`config.mk`:
```
export PLATFORM = sky130hd
export DESIGN_NAME = stereo_hermite_resampler_flat
export DESIGN_NICKNAME = d
export VERILOG_FILES = /design/src/rtl/shr_pkg.sv /design/src/rtl/shr_req_if.sv /design/src/rtl/shr_rsp_if.sv /design/src/rtl/shr_horner.sv /design/src/rtl/stereo_hermite_resampler.sv /design/src/flat_wrapper.sv
export SDC_FILE = /design/constraint.sdc
export NUM_CORES = 2
export LEC_CHECK = 0
export BUFFER_PORTS_ARGS = -buffer_cell sky130_fd_sc_hd__buf_2
export CAP_MARGIN = 20
export CORE_MARGIN = 3
export CORE_UTILIZATION = 70
export CTS_CLUSTER_SIZE = 20
export DETAILED_ROUTE_END_ITERATION = 12
export PLACE_DENSITY = 0.95
export SYNTH_ARGS = -nofsm -noshare
export SYNTH_HDL_FRONTEND = slang
export SYNTH_SLANG_ARGS = --single-unit
```
`constraint.sdc`:
```
create_clock -name clock -period 20.3 [get_ports clock]
set_clock_uncertainty 0.15 [all_clocks]
set_input_delay 4.06 -clock clock [delete_from_list [all_inputs] [get_ports clock]]
set_output_delay 4.06 -clock clock [all_outputs]
set_load 0.1 [all_outputs]
```
`src/rtl/shr_pkg.sv`:
```
// Package for the stereo Hermite resampler: widths, constants, state codes
// and the control/status structs shared by the top level and the Horner unit.
// Depends on nothing.
`default_nettype none
package shr_pkg;

   localparam int SAMPLE_BITS = 16;
   localparam int FRAC_BITS   = 16;

   localparam int PHASE_W  = FRAC_BITS + 2;
   localparam int STEP_W   = FRAC_BITS + 1;
   localparam int MU_W     = FRAC_BITS + 1;
   localparam int BIT_W    = $clog2(MU_W);
   localparam int COEF_W   = SAMPLE_BITS + 4;
   localparam int ACC_W    = SAMPLE_BITS + 3 * FRAC_BITS + 8;
   localparam int SHIFT_OUT = 3 * FRAC_BITS + 1;
   localparam int Q_W      = ACC_W - SHIFT_OUT;

   localparam int OUT_MAX  = 16;
   localparam int CNT_W    = $clog2(OUT_MAX + 1);

   localparam logic [PHASE_W-1:0] PHASE_ONE = PHASE_W'(1) << FRAC_BITS;
   localparam logic [STEP_W-1:0]  STEP_RESET = STEP_W'(1) << FRAC_BITS;

   // APB register map
   localparam int ADDR_W = 3;
   localparam int DATA_W = 32;
   localparam logic [ADDR_W-1:0] ADDR_PHASE_STEP = ADDR_W'(0);

   // Horner stage codes: which term is added after each multiply by mu
   localparam logic [1:0] STG_C2 = 2'd0;
   localparam logic [1:0] STG_C1 = 2'd1;
   localparam logic [1:0] STG_X1 = 2'd2;

   typedef enum logic [1:0] {
      ST_IDLE,
      ST_CHECK,
      ST_EVAL,
      ST_RESULT
   } state_type;

   typedef struct packed {
      logic            start;
      logic [MU_W-1:0] mu;
   } hm_ctl_type;

   typedef struct packed {
      logic                          done;
      logic signed [SAMPLE_BITS-1:0] y;
   } hm_sts_type;

endpackage
`default_nettype wire

```
`src/rtl/shr_req_if.sv`:
```
// Request channel: one stereo input frame with valid/ready handshake.
// Depends on shr_pkg.
`default_nettype none
interface shr_req_if;
   import shr_pkg::*;
   logic                          valid;
   logic                          ready;
   logic signed [SAMPLE_BITS-1:0] in_left;
   logic signed [SAMPLE_BITS-1:0] in_right;
   modport source (output valid, in_left, in_right, input ready);
   modport sink (input valid, in_left, in_right, output ready);
endinterface
`default_nettype wire

```
`src/rtl/shr_rsp_if.sv`:
```
// Result channel: one interpolated stereo frame plus end-of-run flag.
// Depends on shr_pkg.
`default_nettype none
interface shr_rsp_if;
   import shr_pkg::*;
   logic                          valid;
   logic                          ready;
   logic signed [SAMPLE_BITS-1:0] out_left;
   logic signed [SAMPLE_BITS-1:0] out_right;
   logic                          last_of_run;
   modport source (output valid, out_left, out_right, last_of_run, input ready);
   modport sink (input valid, out_left, out_right, last_of_run, output ready);
endinterface
`default_nettype wire

```
`src/rtl/shr_horner.sv`:
```
// One channel of cubic Hermite evaluation in Horner form; each multiply by mu
// runs bit-serially, one bit of mu per cycle. Depends on shr_pkg.
`default_nettype none
module shr_horner (
   input  logic                                   clock,
   input  logic                                   reset,
   input  shr_pkg::hm_ctl_type                    ctl,
   input  logic signed [shr_pkg::SAMPLE_BITS-1:0] x0,
   input  logic signed [shr_pkg::SAMPLE_BITS-1:0] x1,
   input  logic signed [shr_pkg::SAMPLE_BITS-1:0] x2,
   input  logic signed [shr_pkg::SAMPLE_BITS-1:0] x3,
   output shr_pkg::hm_sts_type                    sts
);
   import shr_pkg::*;

   localparam logic signed [ACC_W-1:0] RND_BIAS = (ACC_W'(1) <<< SHIFT_OUT) - ACC_W'(1);
   localparam logic signed [Q_W-1:0] Q_MAX = Q_W'((1 << (SAMPLE_BITS - 1)) - 1);
   localparam logic signed [Q_W-1:0] Q_MIN = -Q_MAX - Q_W'(1);

   logic signed [COEF_W-1:0] e0, e1, e2, e3, c1, c2, c3;
   logic signed [ACC_W-1:0]  add_sel, prod_next, rnd;
   logic signed [Q_W-1:0]    q;
   logic signed [SAMPLE_BITS-1:0] sat;

   logic                    run_ff, run_in;
   logic                    fin_ff, fin_in;
   logic                    done_ff, done_in;
   logic [1:0]              stage_ff, stage_in;
   logic [BIT_W-1:0]        bit_ff, bit_in;
   logic signed [ACC_W-1:0] acc_ff, acc_in;
   logic signed [ACC_W-1:0] prod_ff, prod_in;
   logic [MU_W-1:0]         mu_ff, mu_in;
   logic signed [SAMPLE_BITS-1:0] y_ff, y_in;

   // Catmull-Rom coefficients, times two
   always_comb begin
      e0 = COEF_W'(x0);
      e1 = COEF_W'(x1);
      e2 = COEF_W'(x2);
      e3 = COEF_W'(x3);
      c1 = e2 - e0;
      c2 = (e0 <<< 1) - ((e1 <<< 2) + e1) + (e2 <<< 2) - e3;
      c3 = ((e1 <<< 1) + e1) - ((e2 <<< 1) + e2) + e3 - e0;
   end

   // Term added after each multiply
   always_comb begin
      unique case (stage_ff)
         STG_C2:  add_sel = ACC_W'(c2) <<< FRAC_BITS;
         STG_C1:  add_sel = ACC_W'(c1) <<< (2 * FRAC_BITS);
         default: add_sel = ACC_W'(x1) <<< SHIFT_OUT;
      endcase
   end

   // Shift-add step over mu, MSB first
   assign prod_next = (prod_ff <<< 1) + (mu_ff[bit_ff] ? acc_ff : '0);

   // Truncate toward zero, then saturate
   always_comb begin
      rnd = acc_ff + (acc_ff[ACC_W-1] ? RND_BIAS : '0);
      q   = Q_W'(rnd >>> SHIFT_OUT);
      if (q > Q_MAX) begin
         sat = SAMPLE_BITS'(Q_MAX);
      end else if (q < Q_MIN) begin
         sat = SAMPLE_BITS'(Q_MIN);
      end else begin
         sat = SAMPLE_BITS'(q);
      end
   end

   // Sequencing of stages and bits
   always_comb begin
      run_in   = run_ff;
      fin_in   = 1'b0;
      done_in  = 1'b0;
      stage_in = stage_ff;
      bit_in   = bit_ff;
      acc_in   = acc_ff;
      prod_in  = prod_ff;
      mu_in    = mu_ff;
      y_in     = y_ff;
      if (ctl.start) begin
         run_in   = 1'b1;
         stage_in = STG_C2;
         bit_in   = BIT_W'(MU_W - 1);
         acc_in   = ACC_W'(c3);
         prod_in  = '0;
         mu_in    = ctl.mu;
      end else if (run_ff) begin
         if (bit_ff == '0) begin
            acc_in  = prod_next + add_sel;
            prod_in = '0;
            bit_in  = BIT_W'(MU_W - 1);
            if (stage_ff == STG_X1) begin
               run_in = 1'b0;
               fin_in = 1'b1;
            end else begin
               stage_in = stage_ff + 2'd1;
            end
         end else begin
            prod_in = prod_next;
            bit_in  = bit_ff - BIT_W'(1);
         end
      end else if (fin_ff) begin
         y_in    = sat;
         done_in = 1'b1;
      end
   end

   always_ff @(posedge clock) begin
      if (reset) begin
         run_ff  <= 1'b0;
         fin_ff  <= 1'b0;
         done_ff <= 1'b0;
      end else begin
         run_ff  <= run_in;
         fin_ff  <= fin_in;
         done_ff <= done_in;
      end
      stage_ff <= stage_in;
      bit_ff   <= bit_in;
      acc_ff   <= acc_in;
      prod_ff  <= prod_in;
      mu_ff    <= mu_in;
      y_ff     <= y_in;
   end

   assign sts.done = done_ff;
   assign sts.y    = y_ff;

   a_one_phase: assert property (@(posedge clock) disable iff (reset)
      !(run_ff && fin_ff)) else $error("run and finish overlap");
   a_fin_after_run: assert property (@(posedge clock) disable iff (reset)
      fin_ff |-> $past(run_ff)) else $error("finish without run");
   a_done_after_fin: assert property (@(posedge clock) disable iff (reset)
      done_ff |-> $past(fin_ff)) else $error("done without finish");

endmodule
`default_nettype wire

```
`src/rtl/stereo_hermite_resampler.sv`:
```
// Stereo cubic Hermite resampler. An evaluation runs the bit-serial multiply by
// mu, 17 bits, three times; each result frame then waits for the output
// handshake, and an input with no result goes straight back to idle. One
// request is in work at a time.
// Synchronous active-high reset: history zero, phase 1.0, step 1.0.
`default_nettype none
module stereo_hermite_resampler (
   input  logic                          clock,
   input  logic                          reset,
   shr_req_if.sink                       req_ch,
   shr_rsp_if.source                     rsp_ch,
   input  logic                          csr_psel,
   input  logic                          csr_penable,
   input  logic                          csr_pwrite,
   input  logic [shr_pkg::ADDR_W-1:0]    csr_paddr,
   input  logic [shr_pkg::DATA_W-1:0]    csr_pwdata,
   output logic [shr_pkg::DATA_W-1:0]    csr_prdata,
   output logic                          csr_pready
);
   import shr_pkg::*;

   state_type state_ff, state_in;
   logic [STEP_W-1:0]  step_ff, step_in;
   logic [PHASE_W-1:0] phase_ff, phase_in, phase_sum;
   logic [CNT_W-1:0]   n_ff, n_in;
   logic signed [SAMPLE_BITS-1:0] hl_ff [4];
   logic signed [SAMPLE_BITS-1:0] hr_ff [4];
   logic signed [SAMPLE_BITS-1:0] nl_ff, nr_ff;
   logic signed [SAMPLE_BITS-1:0] ol_ff, ol_in, or_ff, or_in;
   logic last_ff, last_in;
   logic shift_en, load_req, csr_wr;
   hm_ctl_type ctl;
   hm_sts_type sts_l, sts_r;

   // Register port
   assign csr_pready = 1'b1;
   assign csr_wr = csr_psel && csr_penable && csr_pwrite;
   assign step_in = (csr_wr && csr_paddr[ADDR_W-1:2] == ADDR_PHASE_STEP[ADDR_W-1:2]) ?
                    csr_pwdata[STEP_W-1:0] : step_ff;
   assign csr_prdata = (csr_paddr[ADDR_W-1:2] == ADDR_PHASE_STEP[ADDR_W-1:2]) ?
                       DATA_W'(step_ff) : '0;

   assign phase_sum = phase_ff + PHASE_W'(step_ff);

   // Control sequencer
   always_comb begin
      state_in     = state_ff;
      phase_in     = phase_ff;
      n_in         = n_ff;
      ol_in        = ol_ff;
      or_in        = or_ff;
      last_in      = last_ff;
      shift_en     = 1'b0;
      load_req     = 1'b0;
      ctl.start    = 1'b0;
      ctl.mu       = phase_ff[MU_W-1:0];
      req_ch.ready = 1'b0;
      rsp_ch.valid = 1'b0;
      unique case (state_ff)
         ST_IDLE: begin
            req_ch.ready = 1'b1;
            if (req_ch.valid) begin
               load_req = 1'b1;
               n_in     = '0;
               state_in = ST_CHECK;
            end
         end
         ST_CHECK: begin
            if (phase_ff <= PHASE_ONE && n_ff < CNT_W'(OUT_MAX)) begin
               ctl.start = 1'b1;
               state_in  = ST_EVAL;
            end else begin
               // drop out of the run: shift history and lower phase
               shift_en = 1'b1;
               phase_in = (phase_ff > PHASE_ONE) ? phase_ff - PHASE_ONE : '0;
               state_in = ST_IDLE;
            end
         end
         ST_EVAL: begin
            if (sts_l.done) begin
               ol_in    = sts_l.y;
               or_in    = sts_r.y;
               last_in  = (n_ff == CNT_W'(OUT_MAX - 1)) || (phase_sum > PHASE_ONE);
               phase_in = phase_sum;
               n_in     = n_ff + CNT_W'(1);
               state_in = ST_RESULT;
            end
         end
         ST_RESULT: begin
            rsp_ch.valid = 1'b1;
            if (rsp_ch.ready) begin
               state_in = ST_CHECK;
            end
         end
         default: state_in = ST_IDLE;
      endcase
   end

   always_ff @(posedge clock) begin
      if (reset) begin
         state_ff <= ST_IDLE;
         step_ff  <= STEP_RESET;
         phase_ff <= PHASE_ONE;
         n_ff     <= '0;
         for (int i = 0; i < 4; i++) begin
            hl_ff[i] <= '0;
            hr_ff[i] <= '0;
         end
      end else begin
         state_ff <= state_in;
         step_ff  <= step_in;
         phase_ff <= phase_in;
         n_ff     <= n_in;
         if (shift_en) begin
            for (int i = 0; i < 3; i++) begin
               hl_ff[i] <= hl_ff[i+1];
               hr_ff[i] <= hr_ff[i+1];
            end
            hl_ff[3] <= nl_ff;
            hr_ff[3] <= nr_ff;
         end
      end
      if (load_req) begin
         nl_ff <= req_ch.in_left;
         nr_ff <= req_ch.in_right;
      end
      ol_ff   <= ol_in;
      or_ff   <= or_in;
      last_ff <= last_in;
   end

   assign rsp_ch.out_left    = ol_ff;
   assign rsp_ch.out_right   = or_ff;
   assign rsp_ch.last_of_run = last_ff;

   shr_horner u_left (
      .clock (clock), .reset (reset), .ctl (ctl),
      .x0 (hl_ff[0]), .x1 (hl_ff[1]), .x2 (hl_ff[2]), .x3 (hl_ff[3]),
      .sts (sts_l)
   );

   shr_horner u_right (
      .clock (clock), .reset (reset), .ctl (ctl),
      .x0 (hr_ff[0]), .x1 (hr_ff[1]), .x2 (hr_ff[2]), .x3 (hr_ff[3]),
      .sts (sts_r)
   );

   a_eval_phase: assert property (@(posedge clock) disable iff (reset)
      (state_ff == ST_EVAL) |-> (phase_ff <= PHASE_ONE)) else $error("eval past 1.0");
   a_count: assert property (@(posedge clock) disable iff (reset)
      n_ff <= CNT_W'(OUT_MAX)) else $error("too many results");
   a_lanes: assert property (@(posedge clock) disable iff (reset)
      sts_l.done == sts_r.done) else $error("channel units out of step");
   a_last_ends: assert property (@(posedge clock) disable iff (reset)
      (rsp_ch.valid && rsp_ch.ready && rsp_ch.last_of_run) |=> ##1 (state_ff == ST_IDLE))
      else $error("run did not end after last");

endmodule
`default_nettype wire

```
`src/flat_wrapper.sv`:
```
// flat-port wrapper written by rule: the top's interface ports become plain ports
module stereo_hermite_resampler_flat import shr_pkg::*;
  (clock, reset, csr_psel, csr_penable, csr_pwrite, csr_paddr, csr_pwdata, csr_prdata, csr_pready, req_ch_valid, req_ch_in_left, req_ch_in_right, req_ch_ready, rsp_ch_valid, rsp_ch_out_left, rsp_ch_out_right, rsp_ch_last_of_run, rsp_ch_ready);
  shr_req_if req_ch_i ();
  shr_rsp_if rsp_ch_i ();
  input  logic clock;
  input  logic reset;
  input  logic csr_psel;
  input  logic csr_penable;
  input  logic csr_pwrite;
  input  logic [shr_pkg::ADDR_W-1:0] csr_paddr;
  input  logic [shr_pkg::DATA_W-1:0] csr_pwdata;
  output logic [shr_pkg::DATA_W-1:0] csr_prdata;
  output logic csr_pready;
  input wire logic [$bits(req_ch_i.valid)-1:0] req_ch_valid;
  input wire logic [$bits(req_ch_i.in_left)-1:0] req_ch_in_left;
  input wire logic [$bits(req_ch_i.in_right)-1:0] req_ch_in_right;
  output wire logic [$bits(req_ch_i.ready)-1:0] req_ch_ready;
  output wire logic [$bits(rsp_ch_i.valid)-1:0] rsp_ch_valid;
  output wire logic [$bits(rsp_ch_i.out_left)-1:0] rsp_ch_out_left;
  output wire logic [$bits(rsp_ch_i.out_right)-1:0] rsp_ch_out_right;
  output wire logic [$bits(rsp_ch_i.last_of_run)-1:0] rsp_ch_last_of_run;
  input wire logic [$bits(rsp_ch_i.ready)-1:0] rsp_ch_ready;
  assign req_ch_i.valid = req_ch_valid;
  assign req_ch_i.in_left = req_ch_in_left;
  assign req_ch_i.in_right = req_ch_in_right;
  assign req_ch_ready = req_ch_i.ready;
  assign rsp_ch_valid = rsp_ch_i.valid;
  assign rsp_ch_out_left = rsp_ch_i.out_left;
  assign rsp_ch_out_right = rsp_ch_i.out_right;
  assign rsp_ch_last_of_run = rsp_ch_i.last_of_run;
  assign rsp_ch_i.ready = rsp_ch_ready;
  stereo_hermite_resampler u_core (.clock(clock), .reset(reset), .req_ch(req_ch_i), .rsp_ch(rsp_ch_i), .csr_psel(csr_psel), .csr_penable(csr_penable), .csr_pwrite(csr_pwrite), .csr_paddr(csr_paddr), .csr_pwdata(csr_pwdata), .csr_prdata(csr_prdata), .csr_pready(csr_pready));
endmodule
```
==> flow_summary_export.csv <==
group,metric,value,unit
layout,final_cell_count_no_fill,6228,
logic_synthesis,synth-seq-cells,589,
logic_synthesis,synth.most_common_cell,"ha_1",
cts,cts_buffers,68,
worst_setup_path,crit_top_cell,"a21oi_1",
floorplanning,row_count,96,
timing,fin_crit_sh,0.486,
worst_setup_path,cp-end-kind,"flip-flop",
worst_setup_path,crit_path_start_kind,"flip-flop",
cts,cts-root-buf,"clkbuf_16",
floorplanning,start_util,0.714,
logic_synthesis,synthTopCellsByArea,"edfxtp_1 (23%), ha_1 (13%), fa_1 (9.5%), dfxtp_1 (8.2%), a21oi_1 (4.0%)",
logic_synthesis,synthesis.area,49600,sq um
cts,ctsResizeCount,0,
route,wire_per_inst,22.9,um
logic_synthesis,synthTopCellsByCount,"ha_1 (499), a21oi_1 (399), inv_1 (398)",
layout,drive_gt1_frac,0.0629,
logic_synthesis,synth_top_cell_by_area,"edfxtp_1",
worst_setup_path,cp_max_fo,73,
layout,fillCellCount,4316,
cts,htree_levels,3,
layout,seqCellArea,15700,sq um
cts,post_cts_buffers,0,
worst_setup_path,worst-setup-path-type,"reg2reg",
cts,clk_latency,0.64,ns
route,wl,142,mm
grt,grt_pass1_wl,223,mm
timing,setup_violations,0,
placed_design,gp_congestion,0.984,
layout,multi_input_area,31700,sq um
logic_synthesis,synth_edf_count,386,
logic_synthesis,syn_inst,5237,
timing,finalMaxSlewViolations,0,
logic_synthesis,ys_types,98,
layout,syn2layout_area_growth,6.90,%
grt,overflow,0,
route,dr.pass1.iters,7,
route,drc,0,
floorplanning,die_y,272,um
layout,postLayoutCoreUtil,0.764,
timing,tightest_slew,1.18,ns
floorplanning,die_x,272,um
grt,grt_pass1_vias,42400,
cts,clk_pin_slew_worst_paths,0.07,ns
cts,clock-sinks,589,
cts,clk_path_buf_depth,3,
timing,rsz0062_at_grt,"false",
worst_setup_path,slowest_stage,"a2111oi_0",
job,maxCapViolations,0,
outcome,status,"finished clean",
worst_setup_path,cp.arrival,10.16,ns
logic_synthesis,ys_seq_area_frac,0.316,
grt,grtUsageTotal,0.373,
logic_synthesis,syn_avg_cell_area,9.47,sq um
timing,fmax,101,MHz
grt,antenna_found_initial,3,
route,final_antenna_net_count,0,
route,vias_per_cell,6.93,
grt,grt_max_degree,87,
worst_setup_path,worst_ep_required_time,20.59,ns
placed_design,dpl.hpwl,101,mm
timing,hold_viol,0,
logic_synthesis,synth_top_area_share,0.234,
floorplanning,dieArea,74100,sq um
timing,relSlewSlack,0.209,
timing,tns,0,ns
placed_design,place.port_buffers,108,
route,drt-initial-drc-count,5678,
timing,min_period,9.87,ns
worst_setup_path,slowest_delay,0.67,ns
min_path,min_path_type,"reg2reg",
layout,final_nets,6048,
logic_synthesis,ys.flop_type,"edfxtp_1",
cts,postCtsHoldBufs,0,
logic_synthesis,yosysWarnings,0,
logic_synthesis,synthArstFlopShare,0,
route,num_vias,43200,
floorplanning,io_pins,142,
worst_setup_path,rrSetupSlack,10.43,ns
placed_design,place_inst,6098,
cts,tritoncts,"done",
floorplanning,core_area,69400,sq um
-- registers in the layout, indices dropped and copies added (netlist names), 17 cells and up --
| signal | cells |
|---|---|
| u_core.hl_ff | 64 |
| u_core.hr_ff | 64 |
| u_core.phase_ff | 18 |
| u_core.step_ff | 17 |
| u_core.u_left.acc_ff | 72 |
| u_core.u_left.mu_ff | 17 |
| u_core.u_left.prod_ff | 71 |
| u_core.u_right.acc_ff | 72 |
| u_core.u_right.prod_ff | 71 |
-- layout by cell type (no fill, tap or decap), types with 165 or more instances in the layout --
cell | synthesis | layout
dfxtp_1 | 203 | 203
ha_1 | 499 | 499
and2_1 | 212 | 212
nand2_1 | 319 | 315
o21ai_0 | 335 | 335
a21o_1 | 253 | 253
edfxtp_1 | 386 | 386
nor2_1 | 244 | 240
nor3_1 | 166 | 165
a21oi_1 | 399 | 399
inv_1 | 398 | 396
fa_1 | 235 | 235
xnor2_1 | 207 | 207
-- area by class of cell --
class                      count  share of cell area
antenna                        1           0.0000472
clock buffer                  81              0.0344
clock inverter                45             0.00774
inverter                     399              0.0283
multi-input combinational   4048               0.597
sequential                   589               0.295
tap                          931              0.0220
timing repair buffer         134              0.0148
-- routing by layer --
metal	track usage	routed length, um	vias to the layer above	share of wire
met5	0	46	-	0.00032
met4	0.191	8940	6	0.063
met3	0.0858	16900	818	0.12
met2	0.591	63700	3237	0.45
met1	0.480	52800	20200	0.37
li1	-	-	18900	-
-- worst paths after layout --
path,to,from,cells after the start
worst max-delay path,u_core.u_right.acc_ff[71]$_DFFE_PP_,u_core.u_right.bit_ff[2]$_SDFFE_PP0P_,34
worst min register to register,u_core.rsp_ch.out_left[10]$_DFFE_PP_,u_core.u_left.y_ff[10]$_SDFFCE_PN1P_,0
worst min-delay path,u_core.rsp_ch.out_left[10]$_DFFE_PP_,u_core.u_left.y_ff[10]$_SDFFCE_PN1P_,0
worst max register to register,u_core.u_right.acc_ff[71]$_DFFE_PP_,u_core.u_right.bit_ff[2]$_SDFFE_PP0P_,34
-- cell families after synthesis --
kind of cell / after synthesis / synth area share
flip-flops: 589 / 0.316
AND/OR/NAND/NOR: 1353 / 0.139
buffers and inverters: 614 / 0.0484
adder cells (fa/ha/maj): 734 / 0.221
AO/OA/AOI/OAI: 1556 / 0.205
multiplexers: 18 / 0.00570
other: 2 / 0.000151
XOR/XNOR: 371 / 0.0658
-- per-stage QoR --
step                cell area, sq um  worst slack, ns  hold slack [ns]
finish                         53000            10.43            0.267
global route                   53000             9.92            0.275
CTS                            52900            10.86            0.269
detailed placement             50700            11.07            0.255
global placement               50700            11.28            0.252
floorplan                      49600            10.50            0.250
-- worst max-delay path, delay by kind of cell, from the launching register on --
| kind | cells | cell delay (ns) |
|---|---|---|
| buffers and inverters | 1 | 0.35 |
| flip-flops | 1 | 0.60 |
| XOR/XNOR | 2 | 0.56 |
| adder cells (fa/ha/maj) | 2 | 0.76 |
| multiplexers | 2 | 0.83 |
| AO/OA/AOI/OAI | 22 | 5.35 |
| AND/OR/NAND/NOR | 5 | 1.04 |
Power is not shown: default switching activity piles up to over one toggle a cycle in this logic, so the estimate is an artifact.
